**src/sv/cpml_pkg.sv**
```systemverilog
`timescale 1ns / 1ps
// ----------------------------------------------------------------------------
// cpml_pkg
// Types and codes used by the cascaded PID motor loop.
// ----------------------------------------------------------------------------
package cpml_pkg;

    // One measurement transaction, signed Q16.16 fields.
    typedef struct packed {
        logic signed [31:0] position_meas;
        logic signed [31:0] speed_meas;
        logic signed [31:0] current_d_meas;
        logic signed [31:0] current_q_meas;
    } t_in_item;

    // One voltage command transaction, signed Q16.16 fields.
    typedef struct packed {
        logic signed [31:0] voltage_d;
        logic signed [31:0] voltage_q;
    } t_out_item;

    localparam int CFG_IDX_W  = 3;
    localparam int CFG_DATA_W = 32;

    typedef enum logic [CFG_IDX_W-1:0] {
        CFG_CONTROL_MODE      = 3'd0,
        CFG_POSITION_TARGET   = 3'd1,
        CFG_SPEED_TARGET      = 3'd2,
        CFG_Q_CURRENT_TARGET  = 3'd3,
        CFG_D_CURRENT_TARGET  = 3'd4,
        CFG_OPEN_LOOP_VOLTAGE = 3'd5,
        CFG_TICK_PERIOD       = 3'd6,
        CFG_TICK_RATE         = 3'd7
    } t_cfg_idx;

    typedef enum logic [1:0] {
        MODE_OPEN_LOOP = 2'd0,
        MODE_CURRENT   = 2'd1,
        MODE_SPEED     = 2'd2,
        MODE_POSITION  = 2'd3
    } t_mode;

    // The code of each PID is also its slot in the integrator and error stores.
    typedef enum logic [1:0] {
        PID_D   = 2'd0,
        PID_Q   = 2'd1,
        PID_SPD = 2'd2,
        PID_POS = 2'd3
    } t_pid;

    typedef enum logic [3:0] {
        ST_IDLE,
        ST_ERR,
        ST_INTEG,
        ST_DERIV_RATE,
        ST_DERIV_GAIN,
        ST_PROP,
        ST_INT_GAIN,
        ST_SUM,
        ST_OUT
    } t_state;

endpackage

```
**src/sv/cpml_mul.sv**
```systemverilog
`timescale 1ns / 1ps
// ----------------------------------------------------------------------------
// cpml_mul
// Shared fixed-point multiplier: sign-magnitude, one 16-bit digit of the
// second operand per cycle, then round half away from zero and saturate.
// ----------------------------------------------------------------------------
module cpml_mul #(
    parameter int DW   = 32,
    parameter int BW   = 32,
    parameter int FRAC = 16
) (
    input  logic                 i_clk,
    input  logic                 i_rst_n,
    input  logic                 i_start,
    input  logic signed [DW-1:0] i_a,
    input  logic signed [BW-1:0] i_b,
    output logic                 o_done,
    output logic signed [DW-1:0] o_res
);

    localparam int DIG = 16;
    localparam int ND  = (BW + DIG - 1) / DIG;
    localparam int BPW = ND * DIG;
    localparam int PW  = DW + BPW;
    localparam int CW  = (ND > 1) ? $clog2(ND) : 1;
    localparam logic [PW:0] HALF    = (PW + 1)'(1) << (FRAC - 1);
    localparam logic [PW:0] MAG_NEG = (PW + 1)'(1) << (DW - 1);
    localparam logic [PW:0] MAG_POS = MAG_NEG - (PW + 1)'(1);

    logic [DW-1:0]     a_mag;
    logic [BW-1:0]     b_abs;
    logic [BPW-1:0]    b_mag;
    logic [DW+DIG-1:0] part;
    logic [PW-1:0]     acc_next;
    logic [PW:0]       rnd;
    logic [PW:0]       rmag;
    logic [PW:0]       maxmag;
    logic [PW:0]       sel;
    logic [DW-1:0]     res;

    logic [DW-1:0]     r_ma;
    logic [BPW-1:0]    r_mb;
    logic              r_neg;
    logic [PW-1:0]     r_acc;
    logic [CW-1:0]     r_cnt;
    logic              r_run;
    logic              r_rnd;
    logic              r_done;
    logic signed [DW-1:0] r_res;

    always_comb begin
        a_mag    = i_a[DW-1] ? (~i_a + 1'b1) : i_a;
        b_abs    = i_b[BW-1] ? (~i_b + 1'b1) : i_b;
        b_mag    = BPW'(b_abs);
        part     = r_ma * r_mb[BPW-1 -: DIG];
        acc_next = {r_acc[PW-DIG-1:0], {DIG{1'b0}}} + PW'(part);
        rnd      = {1'b0, r_acc} + HALF;
        rmag     = rnd >> FRAC;
        maxmag   = r_neg ? MAG_NEG : MAG_POS;
        sel      = (rmag > maxmag) ? maxmag : rmag;
        res      = r_neg ? (~sel[DW-1:0] + 1'b1) : sel[DW-1:0];
    end

    always_ff @(posedge i_clk) begin
        if (!i_rst_n) begin
            r_run  <= 1'b0;
            r_rnd  <= 1'b0;
            r_done <= 1'b0;
            r_cnt  <= '0;
        end else begin
            r_done <= 1'b0;
            if (i_start) begin
                r_ma  <= a_mag;
                r_mb  <= b_mag;
                r_neg <= i_a[DW-1] ^ i_b[BW-1];
                r_acc <= '0;
                r_cnt <= CW'(ND - 1);
                r_run <= 1'b1;
            end else if (r_run) begin
                r_acc <= acc_next;
                r_mb  <= r_mb << DIG;
                if (r_cnt == '0) begin
                    r_run <= 1'b0;
                    r_rnd <= 1'b1;
                end else begin
                    r_cnt <= r_cnt - 1'b1;
                end
            end else if (r_rnd) begin
                r_rnd  <= 1'b0;
                r_done <= 1'b1;
                r_res  <= res;
            end
        end
    end

    assign o_done = r_done;
    assign o_res  = r_res;

endmodule

```
**src/sv/cascaded_pid_motor_loop.sv**
```systemverilog
`timescale 1ns / 1ps
// ----------------------------------------------------------------------------
// cascaded_pid_motor_loop
// Position, speed and d/q current PID cascade with clamped integrators.
// ----------------------------------------------------------------------------
// Each measurement transaction produces one d/q voltage transaction. The
// control mode picks how many PIDs run: current mode runs the d and q
// current PIDs, speed mode runs the speed PID first, position mode the
// position PID before that. All PIDs share one multiplier that takes one
// 16-bit digit per cycle, over ND = ceil(max(DATA_WIDTH, 32) / 16) digits,
// and each PID takes five multiplies plus an error state and a sum state;
// open loop runs no PID. The input is stalled while a transaction is
// worked on; a finished result waits in the output register without
// blocking the next input. Configuration writes take effect at once and
// belong to idle periods.
// ----------------------------------------------------------------------------
module cascaded_pid_motor_loop #(
    parameter int DATA_WIDTH = 32,
    parameter int FRAC_BITS  = 16
) (
    input  logic                                 i_clk,
    input  logic                                 i_rst_n,
    input  cpml_pkg::t_in_item                   i_in,
    input  logic                                 i_in_valid,
    output logic                                 o_in_stall,
    output cpml_pkg::t_out_item                  o_out,
    output logic                                 o_out_valid,
    input  logic                                 i_out_stall,
    input  logic                                 i_cfg_we,
    input  logic [cpml_pkg::CFG_IDX_W-1:0]       i_cfg_idx,
    input  logic [cpml_pkg::CFG_DATA_W-1:0]      i_cfg_data
);

    import cpml_pkg::*;

    localparam int DW = DATA_WIDTH;
    localparam int XW = (DW > 32) ? DW : 32;

    localparam longint ONE_L  = 64'sd1 <<< FRAC_BITS;
    localparam longint DMAX_L = (64'sd1 <<< (DW - 1)) - 64'sd1;

    localparam logic signed [XW-1:0] DMAX_X = {{(XW - DW + 1){1'b0}}, {(DW - 1){1'b1}}};
    localparam logic signed [XW-1:0] DMIN_X = ~DMAX_X;
    localparam logic signed [DW-1:0] DMAX   = {1'b0, {(DW - 1){1'b1}}};
    localparam logic signed [DW-1:0] DMIN   = ~DMAX;

    // Gains rounded to the nearest fraction step.
    localparam logic signed [XW-1:0] KP_CUR = XW'((ONE_L + 64'sd1) / 2);
    localparam logic signed [XW-1:0] KI_CUR = XW'((ONE_L + 64'sd5) / 10);
    localparam logic signed [XW-1:0] KD_CUR = '0;
    localparam logic signed [XW-1:0] KP_SPD = XW'((ONE_L + 64'sd5) / 10);
    localparam logic signed [XW-1:0] KI_SPD = XW'((ONE_L + 64'sd50) / 100);
    localparam logic signed [XW-1:0] KD_SPD = XW'((ONE_L + 64'sd500) / 1000);
    localparam logic signed [XW-1:0] KP_POS = XW'(ONE_L);
    localparam logic signed [XW-1:0] KI_POS = '0;
    localparam logic signed [XW-1:0] KD_POS = XW'((ONE_L + 64'sd50) / 100);

    localparam longint LIM_CUR_L = (ONE_L + 64'sd2) / 4;
    localparam longint LIM_SPD_L = ONE_L;
    localparam longint LIM_POS_L = 64'sd10 * ONE_L;
    localparam longint VQ_OPEN_L = (ONE_L + 64'sd5) / 10;

    localparam logic signed [DW-1:0] LIM_CUR =
        DW'((LIM_CUR_L > DMAX_L) ? DMAX_L : LIM_CUR_L);
    localparam logic signed [DW-1:0] LIM_SPD =
        DW'((LIM_SPD_L > DMAX_L) ? DMAX_L : LIM_SPD_L);
    localparam logic signed [DW-1:0] LIM_POS =
        DW'((LIM_POS_L > DMAX_L) ? DMAX_L : LIM_POS_L);
    localparam logic signed [DW-1:0] VQ_OPEN =
        DW'((VQ_OPEN_L > DMAX_L) ? DMAX_L : VQ_OPEN_L);

    function automatic logic signed [DW-1:0] sat32(input logic signed [31:0] v);
        logic signed [XW-1:0] ext;
        ext = XW'(v);
        if (ext > DMAX_X) begin
            return DMAX;
        end else if (ext < DMIN_X) begin
            return DMIN;
        end
        return ext[DW-1:0];
    endfunction

    function automatic logic signed [31:0] to32(input logic signed [DW-1:0] v);
        logic signed [XW-1:0] ext;
        ext = XW'(v);
        return ext[31:0];
    endfunction

    function automatic logic signed [DW-1:0] sat_add(input logic signed [DW-1:0] a,
                                                     input logic signed [DW-1:0] b);
        logic [DW:0] s;
        s = {a[DW-1], a} + {b[DW-1], b};
        if (s[DW] != s[DW-1]) begin
            return s[DW] ? DMIN : DMAX;
        end
        return s[DW-1:0];
    endfunction

    function automatic logic signed [DW-1:0] sat_sub(input logic signed [DW-1:0] a,
                                                     input logic signed [DW-1:0] b);
        logic [DW:0] s;
        s = {a[DW-1], a} - {b[DW-1], b};
        if (s[DW] != s[DW-1]) begin
            return s[DW] ? DMIN : DMAX;
        end
        return s[DW-1:0];
    endfunction

    function automatic logic signed [DW-1:0] clamp(input logic signed [DW-1:0] v,
                                                   input logic signed [DW-1:0] lim);
        if (v > lim) begin
            return lim;
        end else if (v < -lim) begin
            return -lim;
        end
        return v;
    endfunction

    // Configuration registers
    t_mode              r_mode;
    logic signed [31:0] r_pos_tgt;
    logic signed [31:0] r_spd_tgt;
    logic signed [31:0] r_q_tgt;
    logic signed [31:0] r_d_tgt;
    logic signed [31:0] r_open_v;
    logic [15:0]        r_tick_period;
    logic [30:0]        r_tick_rate;

    // Sequencer and datapath
    t_state               r_state;
    t_state               n_state;
    t_pid                 r_stage;
    logic                 r_issued;
    logic signed [DW-1:0] r_pos_m;
    logic signed [DW-1:0] r_spd_m;
    logic signed [DW-1:0] r_id_m;
    logic signed [DW-1:0] r_iq_m;
    logic signed [DW-1:0] r_pos_sp;
    logic signed [DW-1:0] r_spd_sp;
    logic signed [DW-1:0] r_q_sp;
    logic signed [DW-1:0] r_d_sp;
    logic signed [DW-1:0] r_vd;
    logic signed [DW-1:0] r_vq;
    logic signed [DW-1:0] r_e;
    logic signed [DW-1:0] r_ediff;
    logic signed [DW-1:0] r_d;
    logic signed [DW-1:0] r_acc;
    logic signed [DW-1:0] r_integ [4];
    logic signed [DW-1:0] r_lerr  [4];

    logic                 r_out_valid;
    t_out_item            r_out;

    logic                 in_acc;
    logic                 out_load;
    logic                 mul_state;
    logic                 mul_start;
    logic                 mul_done;
    logic signed [DW-1:0] mul_a;
    logic signed [XW-1:0] mul_b;
    logic signed [DW-1:0] mul_res;
    logic signed [XW-1:0] g_kp;
    logic signed [XW-1:0] g_ki;
    logic signed [XW-1:0] g_kd;
    logic signed [DW-1:0] g_lim;
    logic signed [DW-1:0] g_sp;
    logic signed [DW-1:0] g_meas;
    logic signed [DW-1:0] integ_new;
    logic signed [DW-1:0] pid_out;
    logic signed [XW-1:0] tp_op;
    logic signed [XW-1:0] tr_op;

    assign tp_op = XW'({1'b0, r_tick_period});
    assign tr_op = XW'({1'b0, r_tick_rate});

    always_ff @(posedge i_clk) begin
        if (!i_rst_n) begin
            r_mode        <= MODE_OPEN_LOOP;
            r_pos_tgt     <= '0;
            r_spd_tgt     <= '0;
            r_q_tgt       <= 32'sd13107;
            r_d_tgt       <= 32'sd6554;
            r_open_v      <= 32'sd16384;
            r_tick_period <= 16'd66;
            r_tick_rate   <= 31'd65536000;
        end else if (i_cfg_we) begin
            unique case (t_cfg_idx'(i_cfg_idx))
                CFG_CONTROL_MODE:      r_mode        <= t_mode'(i_cfg_data[1:0]);
                CFG_POSITION_TARGET:   r_pos_tgt     <= i_cfg_data;
                CFG_SPEED_TARGET:      r_spd_tgt     <= i_cfg_data;
                CFG_Q_CURRENT_TARGET:  r_q_tgt       <= i_cfg_data;
                CFG_D_CURRENT_TARGET:  r_d_tgt       <= i_cfg_data;
                CFG_OPEN_LOOP_VOLTAGE: r_open_v      <= i_cfg_data;
                CFG_TICK_PERIOD:       r_tick_period <= i_cfg_data[15:0];
                CFG_TICK_RATE:         r_tick_rate   <= i_cfg_data[30:0];
            endcase
        end
    end

    // Gains, limit, setpoint and measurement of the PID being worked on.
    always_comb begin
        unique case (r_stage)
            PID_D: begin
                g_kp = KP_CUR;  g_ki = KI_CUR;  g_kd = KD_CUR;  g_lim = LIM_CUR;
                g_sp = r_d_sp;  g_meas = r_id_m;
            end
            PID_Q: begin
                g_kp = KP_CUR;  g_ki = KI_CUR;  g_kd = KD_CUR;  g_lim = LIM_CUR;
                g_sp = r_q_sp;  g_meas = r_iq_m;
            end
            PID_SPD: begin
                g_kp = KP_SPD;  g_ki = KI_SPD;  g_kd = KD_SPD;  g_lim = LIM_SPD;
                g_sp = r_spd_sp;  g_meas = r_spd_m;
            end
            PID_POS: begin
                g_kp = KP_POS;  g_ki = KI_POS;  g_kd = KD_POS;  g_lim = LIM_POS;
                g_sp = r_pos_sp;  g_meas = r_pos_m;
            end
        endcase
    end

    assign integ_new = clamp(sat_add(r_integ[r_stage], mul_res), g_lim);
    assign pid_out   = clamp(sat_add(r_acc, r_d), g_lim);

    assign in_acc   = i_in_valid && (r_state == ST_IDLE);
    assign out_load = (r_state == ST_OUT) && (!r_out_valid || !i_out_stall);

    always_ff @(posedge i_clk) begin
        if (!i_rst_n) begin
            r_state <= ST_IDLE;
        end else begin
            r_state <= n_state;
        end
    end

    always_comb begin
        n_state   = r_state;
        mul_state = 1'b0;
        mul_a     = '0;
        mul_b     = '0;
        unique case (r_state)
            ST_IDLE: begin
                if (in_acc) begin
                    n_state = (r_mode == MODE_OPEN_LOOP) ? ST_OUT : ST_ERR;
                end
            end
            ST_ERR: begin
                n_state = ST_INTEG;
            end
            ST_INTEG: begin
                mul_state = 1'b1;
                mul_a     = r_e;
                mul_b     = tp_op;
                if (mul_done) n_state = ST_DERIV_RATE;
            end
            ST_DERIV_RATE: begin
                mul_state = 1'b1;
                mul_a     = r_ediff;
                mul_b     = tr_op;
                if (mul_done) n_state = ST_DERIV_GAIN;
            end
            ST_DERIV_GAIN: begin
                mul_state = 1'b1;
                mul_a     = r_d;
                mul_b     = g_kd;
                if (mul_done) n_state = ST_PROP;
            end
            ST_PROP: begin
                mul_state = 1'b1;
                mul_a     = r_e;
                mul_b     = g_kp;
                if (mul_done) n_state = ST_INT_GAIN;
            end
            ST_INT_GAIN: begin
                mul_state = 1'b1;
                mul_a     = r_integ[r_stage];
                mul_b     = g_ki;
                if (mul_done) n_state = ST_SUM;
            end
            ST_SUM: begin
                n_state = (r_stage == PID_Q) ? ST_OUT : ST_ERR;
            end
            ST_OUT: begin
                if (out_load) n_state = ST_IDLE;
            end
            default: begin
                n_state = ST_IDLE;
            end
        endcase
    end

    assign mul_start = mul_state && !r_issued;

    cpml_mul #(
        .DW   (DW),
        .BW   (XW),
        .FRAC (FRAC_BITS)
    ) u_mul (
        .i_clk   (i_clk),
        .i_rst_n (i_rst_n),
        .i_start (mul_start),
        .i_a     (mul_a),
        .i_b     (mul_b),
        .o_done  (mul_done),
        .o_res   (mul_res)
    );

    always_ff @(posedge i_clk) begin
        if (!i_rst_n) begin
            r_issued <= 1'b0;
            r_stage  <= PID_D;
            for (int k = 0; k < 4; k++) begin
                r_integ[k] <= '0;
                r_lerr[k]  <= '0;
            end
        end else begin
            if (mul_start) begin
                r_issued <= 1'b1;
            end else if (mul_done) begin
                r_issued <= 1'b0;
            end

            if (in_acc) begin
                r_pos_m  <= sat32(i_in.position_meas);
                r_spd_m  <= sat32(i_in.speed_meas);
                r_id_m   <= sat32(i_in.current_d_meas);
                r_iq_m   <= sat32(i_in.current_q_meas);
                r_pos_sp <= sat32(r_pos_tgt);
                r_spd_sp <= sat32(r_spd_tgt);
                r_q_sp   <= sat32(r_q_tgt);
                r_d_sp   <= sat32(r_d_tgt);
                r_vd     <= sat32(r_open_v);
                r_vq     <= VQ_OPEN;
                unique case (r_mode)
                    MODE_POSITION:  r_stage <= PID_POS;
                    MODE_SPEED:     r_stage <= PID_SPD;
                    MODE_CURRENT:   r_stage <= PID_D;
                    MODE_OPEN_LOOP: r_stage <= PID_D;
                endcase
            end

            unique case (r_state)
                ST_ERR: begin
                    r_e <= sat_sub(g_sp, g_meas);
                end
                ST_INTEG: begin
                    if (mul_done) begin
                        r_integ[r_stage] <= integ_new;
                        r_ediff          <= sat_sub(r_e, r_lerr[r_stage]);
                    end
                end
                ST_DERIV_RATE, ST_DERIV_GAIN: begin
                    if (mul_done) r_d <= mul_res;
                end
                ST_PROP: begin
                    if (mul_done) r_acc <= mul_res;
                end
                ST_INT_GAIN: begin
                    if (mul_done) r_acc <= sat_add(r_acc, mul_res);
                end
                ST_SUM: begin
                    r_lerr[r_stage] <= r_e;
                    // Cascaded targets live only for this transaction.
                    unique case (r_stage)
                        PID_POS: begin
                            r_spd_sp <= pid_out;
                            r_stage  <= PID_SPD;
                        end
                        PID_SPD: begin
                            r_q_sp  <= pid_out;
                            r_d_sp  <= '0;
                            r_stage <= PID_D;
                        end
                        PID_D: begin
                            r_vd    <= pid_out;
                            r_stage <= PID_Q;
                        end
                        PID_Q: begin
                            r_vq <= pid_out;
                        end
                    endcase
                end
                default: begin
                end
            endcase
        end
    end

    always_ff @(posedge i_clk) begin
        if (!i_rst_n) begin
            r_out_valid <= 1'b0;
        end else if (out_load) begin
            r_out_valid <= 1'b1;
        end else if (!i_out_stall) begin
            r_out_valid <= 1'b0;
        end
    end

    always_ff @(posedge i_clk) begin
        if (out_load) begin
            r_out.voltage_d <= to32(r_vd);
            r_out.voltage_q <= to32(r_vq);
        end
    end

    assign o_in_stall  = (r_state != ST_IDLE);
    assign o_out_valid = r_out_valid;
    assign o_out       = r_out;

endmodule
```
**config.mk**
```make
export PLATFORM = sky130hd
export DESIGN_NAME = cascaded_pid_motor_loop
export DESIGN_NICKNAME = d
export VERILOG_FILES = /design/src/sv/cpml_pkg.sv /design/src/sv/cpml_mul.sv /design/src/sv/cascaded_pid_motor_loop.sv
export SDC_FILE = /design/constraint.sdc
export NUM_CORES = 2
export LEC_CHECK = 0
export BUFFER_PORTS_ARGS = -buffer_cell sky130_fd_sc_hd__buf_2
export CAP_MARGIN = 25
export CORE_MARGIN = 1.5
export CORE_UTILIZATION = 30
export DETAILED_ROUTE_END_ITERATION = 10
export GPL_ROUTABILITY_DRIVEN = 1
export GPL_TIMING_DRIVEN = 0
export SKIP_LAST_GASP = 1
export SLEW_MARGIN = 40
export SYNTH_ARGS = -nofsm -noshare
export SYNTH_HDL_FRONTEND = slang
export SYNTH_SLANG_ARGS = --single-unit
```
**constraint.sdc**
```tcl
create_clock -name i_clk -period 6.93 [get_ports i_clk]
set_input_delay 1.386 -clock i_clk [delete_from_list [all_inputs] [get_ports i_clk]]
set_output_delay 1.386 -clock i_clk [all_outputs]
set_load 0.02 [all_outputs]
```
# Word-level counts from Yosys, hierarchy flattened
# Memories as Yosys holds them, arrays and structs flattened. A register that Yosys moved wholly into a read port is not among the register bits.
# Index checks and enable logic that the tools add are counted.
# word_totals
ram_bits	256
in_bits	168
ff_bits	894
memories	2
# classes
bitwise_logic	7
n_addsub	12
order_cmp	23
mul	1
n_eq_ne	35
muxes	179
reduce_logical	41
# mem_list
memory	words	width	read_ports	rd_clocked_by_memory_dff	write_ports	line	text
r_integ	4	32	1	1	4	cascaded_pid_motor_loop.sv:148	logic signed [DW-1:0] r_integ [4];
r_lerr	4	32	1	1	4	cascaded_pid_motor_loop.sv:149	logic signed [DW-1:0] r_lerr [4];
# ops
op	count
$mux W32	73
$pmux W32 S3	4
$pmux W32 S4	3
$gt A32 B32 Y1 const B	9
$lt A32 B32 Y1 const B	9
$pmux W32 S5	1
$add A32 B32 Y33	3
$add A32 B1 Y32 const B	3
$not A32 Y32	3
$mux W1	77
$sub A32 B32 Y33	2
$add A64 B16 Y65 const B	1
$add A64 B48 Y64	1
$gt A32 B32 Y1	2
$lt A32 B32 Y1	2
$mux W64	1
$pmux W32 S2	1
$reduce_or A32 Y1	2
$gt A49 B32 Y1	1
$mul A32 B16 Y48	1
$mux W4	9
$pmux W4 S9	1
$neg A32 Y32	1
$mux W31	1
other kinds (32)	87

# Logic depth before layout (Yosys ltp)
# depth
ltp_word	10
mapped_depth	32
ltp_nobuf	29

# Hierarchy
# A second synthesis with hierarchy kept.
# unflattened
cells_unflattened	7995
hier_area_um2	79703.9
# modules_own_cells
module	cells_per_inst	n_inst	area_each_um2	seq_area_each_um2
cascaded_pid_motor_loop	4937	1	52074.9	27406.3
cpml_mul	3058	1	27629.0	4914.7

# Worst setup path after synthesis
# OpenSTA, ideal clock, no wires.
# synth_path
path_type	register to register
start	register u_mul.r_ma[7]
end	register u_mul.r_acc[63], data pin
setup_ns	0.266
period_less_slack_ns	6.945
arrival_time_ns	6.679
setup_slack_ns	-0.015
required_time_ns	6.664
path_stages_with_launch	25
path_cell_list	edfxtp_1 -> clkbuf_1 -> and2_1 -> fa_1 -> inv_1 -> fa_1 -> fa_1 -> inv_1 -> fa_1 -> fa_1 -> inv_1 -> fa_1 -> inv_1 -> ha_1 -> and3_1 -> nand3_1 -> or3_1 -> a21oi_1 -> a21oi_1 -> o21ai_1 -> a41oi_1 -> o31ai_1 -> nand4_1 -> xor2_1 -> nor2_1
# synth_between
elab_chain_len	3
# synth_lines
element	line	text
from (decl)	cpml_mul.sv:41	logic [DW-1:0] r_ma;
from (signal assigned)	cpml_mul.sv:73	r_ma <= a_mag;
$mul A32 B16 Y48	cpml_mul.sv:55	part = r_ma * r_mb[BPW-1 -: DIG];
$add A64 B48 Y64	cpml_mul.sv:56	acc_next = {r_acc[PW-DIG-1:0], {DIG{1'b0}}} + PW'(part);
$mux W64	cpml_mul.sv:79	end else if (r_run) begin
to (signal assigned)	cpml_mul.sv:80	r_acc <= acc_next;
to (decl)	cpml_mul.sv:44	logic [PW-1:0] r_acc;
# No other way between the ends. The select of a mux whose other input is x is not followed.
# A chain may end at the register's enable or synchronous reset.

# Final worst setup path
# layout_path
start	register u_mul.r_mb[21]
end	register u_mul.r_acc[62], data pin
# layout_between
elab_chain_len	3
# layout_lines
element	line	text
from (decl)	cpml_mul.sv:42	logic [BPW-1:0] r_mb;
from (signal assigned)	cpml_mul.sv:74	r_mb <= b_mag;
from (signal assigned)	cpml_mul.sv:81	r_mb <= r_mb << DIG;
$mul A32 B16 Y48	cpml_mul.sv:55	
$add A64 B48 Y64	cpml_mul.sv:56	
$mux W64	cpml_mul.sv:79	
# No other way between the ends. The select of a mux whose other input is x is not followed.

==> impl_metrics.ini <==
[pwr]
p_leak_nw = 36.46
powerDensity_nw_per_um2 = 201.3
power_mw = 18.50
vdd_drop_max_mv = 0.2160

[floorplanning]
die_x_um = 514.7
io_pins = 234
dieArea_um2 = 264900
coreArea_um2 = 259900
row_count = 187
die_h_um = 514.7
start_util_pct = 30.22

[worst_setup_path]
cpMostUsedCell = fa_1
crit_type = flop to flop
path_delay_family = adder cells
slowest_delay_ns = 0.56
worstPathMaxFanout = 7
arrival_ns = 7.78
end_kind = flop
path_buf_inv = 7
cp_slowest_cell = fa_1
worstPathRequired_ns = 7.54
start_kind = flop

[synth]
yosysMostFrequentCell = nand2_1
synth_edf_count = 929
ys_ff_latch = 1150
yosysSeqAreaShare_pct = 41.14
synthTopCellsByCount = 1338 x nand2_1, 929 x edfxtp_1, 773 x inv_1
yosys_most_used_dff = edfxtp_1
post_synth.cell_area_avg_um2 = 9.960
ys_warn_count = 0
synth_top_cell_by_area = edfxtp_1
netlist_area_um2 = 78560
synth_area_leaders = edfxtp_1 36%, fa_1 12%, nand2_1 6.4%, ha_1 6.0%, dfxtp_1 5.6%
synth_cells = 7887
yosysUniqueCellTypes = 105
async_flop_share_pct = 0
synth_top_cell_area_share_pct = 35.51

[clocking]
clock_sinks = 1150
hold_buffers = 0
cts-htree-levels = 4
clockBufferDepth = 3
clk_pin_slew_ns = 0.07
cts_root_buf = clkbuf_16
cts_tree = built
clock_latency_ns = 0.81
cts-buffers-inserted = 133

[cells_and_area]
regArea_um2 = 32320
final_core_util_pct = 35.36
fin_area_um2 = 91910
multi_input_area_um2 = 42870
fill_cells = 25940
nNetsFinal = 9358
drive_gt1_share_pct = 13.24
syn_to_final_growth_pct = 17.00

[run_status]
violations = setup timing
outcome = finished, violations left

[global_route]
first_global_vias = 61220
grt_pass1_wl_um = 402900
overflow = 0
antenna_found_initial = 21
grt.total_usage_pct = 20.40
grt_start_max_net_pins = 67

[timing]
rsz0062_at_grt = true
fin_crit_ns = 7.170
hold_viol = 0
whs_ns = 0.4566
clock_skew_ns = 0.04702
setup_viol_count_final = 23
fin_ws_ns = -0.2403
tightest_slew_ns = 0.9305
relSlewSlack_pct = 37.97
max_freq_mhz = 139.5
final_max_slew_viol_count = 0
fin_crit_sh_pct = 103.5

[drt]
routedWlPerCell_um = 23.15
drc = 0
firstDrtPassIters = 10
via_per_inst = 5.244
via_count = 62750
drt_first_iter_violations = 6829
ant_nets = 0
wirelength_um = 277000

[min_path]
hp-class = flop to flop

[placed_design]
gp_congestion = 0.9563
port_buffers = 101
placed_area_um2 = 84310
place_hpwl_um = 214700

[flow_run]
maxCapViolCount = 0
-- worst paths after layout --
path             startpoint               to  slack, ns  cells after the start
max          u_mul.r_mb[21]  u_mul.r_acc[62]      -0.24                     27
min                r_vq[24]        o_out[24]       0.46                      0
max reg2reg  u_mul.r_mb[21]  u_mul.r_acc[62]      -0.24                     27
min reg2reg        r_vq[24]        o_out[24]       0.46                      0
-- metal layers --
layer,wire length [um],up-vias,track usage (%),share of wire [%]
met5,82,-,0,0.030
met4,12760,12,8.616,4.6
met3,25030,560,4.067,9.0
met2,123900,3031,31.83,45
met1,115300,31300,27.44,42
li1,-,27850,-,-
-- state kept, by name (all words and copies together), names as in the netlist, 64 cells and up --
| register | count |
|---|---|
| u_mul.r_acc | 64 |
| r_integ | 128 |
| o_out | 64 |
| r_lerr | 128 |
-- stage by stage --
stage / worst slack [ns] / TNS (ns) / std cells
floorplan: 0.02969 / 0 / 7914
global placement: -5.856 / -2855.35 / 11510
detailed placement: -1.852 / -440.16 / 11560
CTS: -0.1721 / -1.039 / 11910
global route: -0.3483 / -7.256 / 11970
finish: -0.2403 / -2.557 / 11970
-- power breakdown --
part           switching [mW]  internal [mW]  total, mW
clock                    3.13           3.81       6.94
combinational            2.22           1.36       3.58
sequential              0.134           7.84       7.98
total                    5.48           13.0       18.5
-- worst reg2reg max path, cell delays in order, from the launching register on --
cell and delay, ns:
edfxtp_1 0.39, buf_6 0.16, buf_8 0.14, and2_4 0.14, fa_1 0.55, inv_2 0.05, fa_1 0.56, fa_1 0.44
fa_1 0.54, inv_2 0.05, fa_1 0.50, inv_2 0.05, fa_1 0.55, inv_2 0.05, ha_4 0.21, a21o_1 0.15
a21o_1 0.16, a21oi_2 0.11, o31a_1 0.16, buf_6 0.13, o21ai_2 0.06, a211o_1 0.34, or2_4 0.28, a21o_4 0.25
a31oi_4 0.28, a211oi_4 0.14, o211ai_1 0.25, mux2i_1 0.29
-- layout by cell type, fill, tap and decap left out, types with 46 or more instances in the layout --
| cell type | count |
|---|---|
| a211oi_1 | 59 |
| a21boi_0 | 196 |
| a21o_1 | 111 |
| a21oi_1 | 361 |
| and2_1 | 255 |
| and3_1 | 67 |
| buf_2 | 165 |
| buf_4 | 167 |
| clkbuf_1 | 398 |
| clkbuf_16 | 133 |
| clkbuf_2 | 46 |
| dfxtp_1 | 220 |
| edfxtp_1 | 929 |
| fa_1 | 444 |
| ha_1 | 354 |
| inv_1 | 756 |
| maj3_1 | 59 |
| mux4_2 | 128 |
| nand2_1 | 1323 |
| nand2b_1 | 54 |
| nand3_1 | 133 |
| nand4_1 | 53 |
| nor2_1 | 496 |
| nor3_1 | 65 |
| o21ai_0 | 197 |
| o21ai_1 | 52 |
| xnor2_1 | 136 |
| xor2_1 | 80 |
-- cells by family (layout without fill, tap and decap cells) --
kind of cell	Yosys count	count (layout)	share of synthesized area, %
AOI/OAI and AO/OA	1425	1425	11.97
xor gates and xnor gates	239	239	2.665
adders and majority gates	892	892	18.37
buffers and inverters	1335	1888	6.455
DFF	1150	1150	41.14
muxes	154	154	4.011
other	1	32	0.004774
and+or+nand+nor	2691	2691	15.39
-- area by class of cell --
type	instances	share of cell area [%]
multi-input cells	5429	46.64
flip-flops and latches	1150	35.17
well taps	3496	4.759
clock buffers	170	3.816
inverters	778	3.191
plain buffers	538	2.889
repair buffers	327	2.706
clock inverters	75	0.8127
diodes	4	0.01089
-- repair_timing --
item	in CTS	in global routing
setup endpoints to repair	379	350
gates cloned	1	1
pin swaps	90	95
buffers inserted	108	62
resized for setup	390	193
Power figures use the tool's default switching activity.
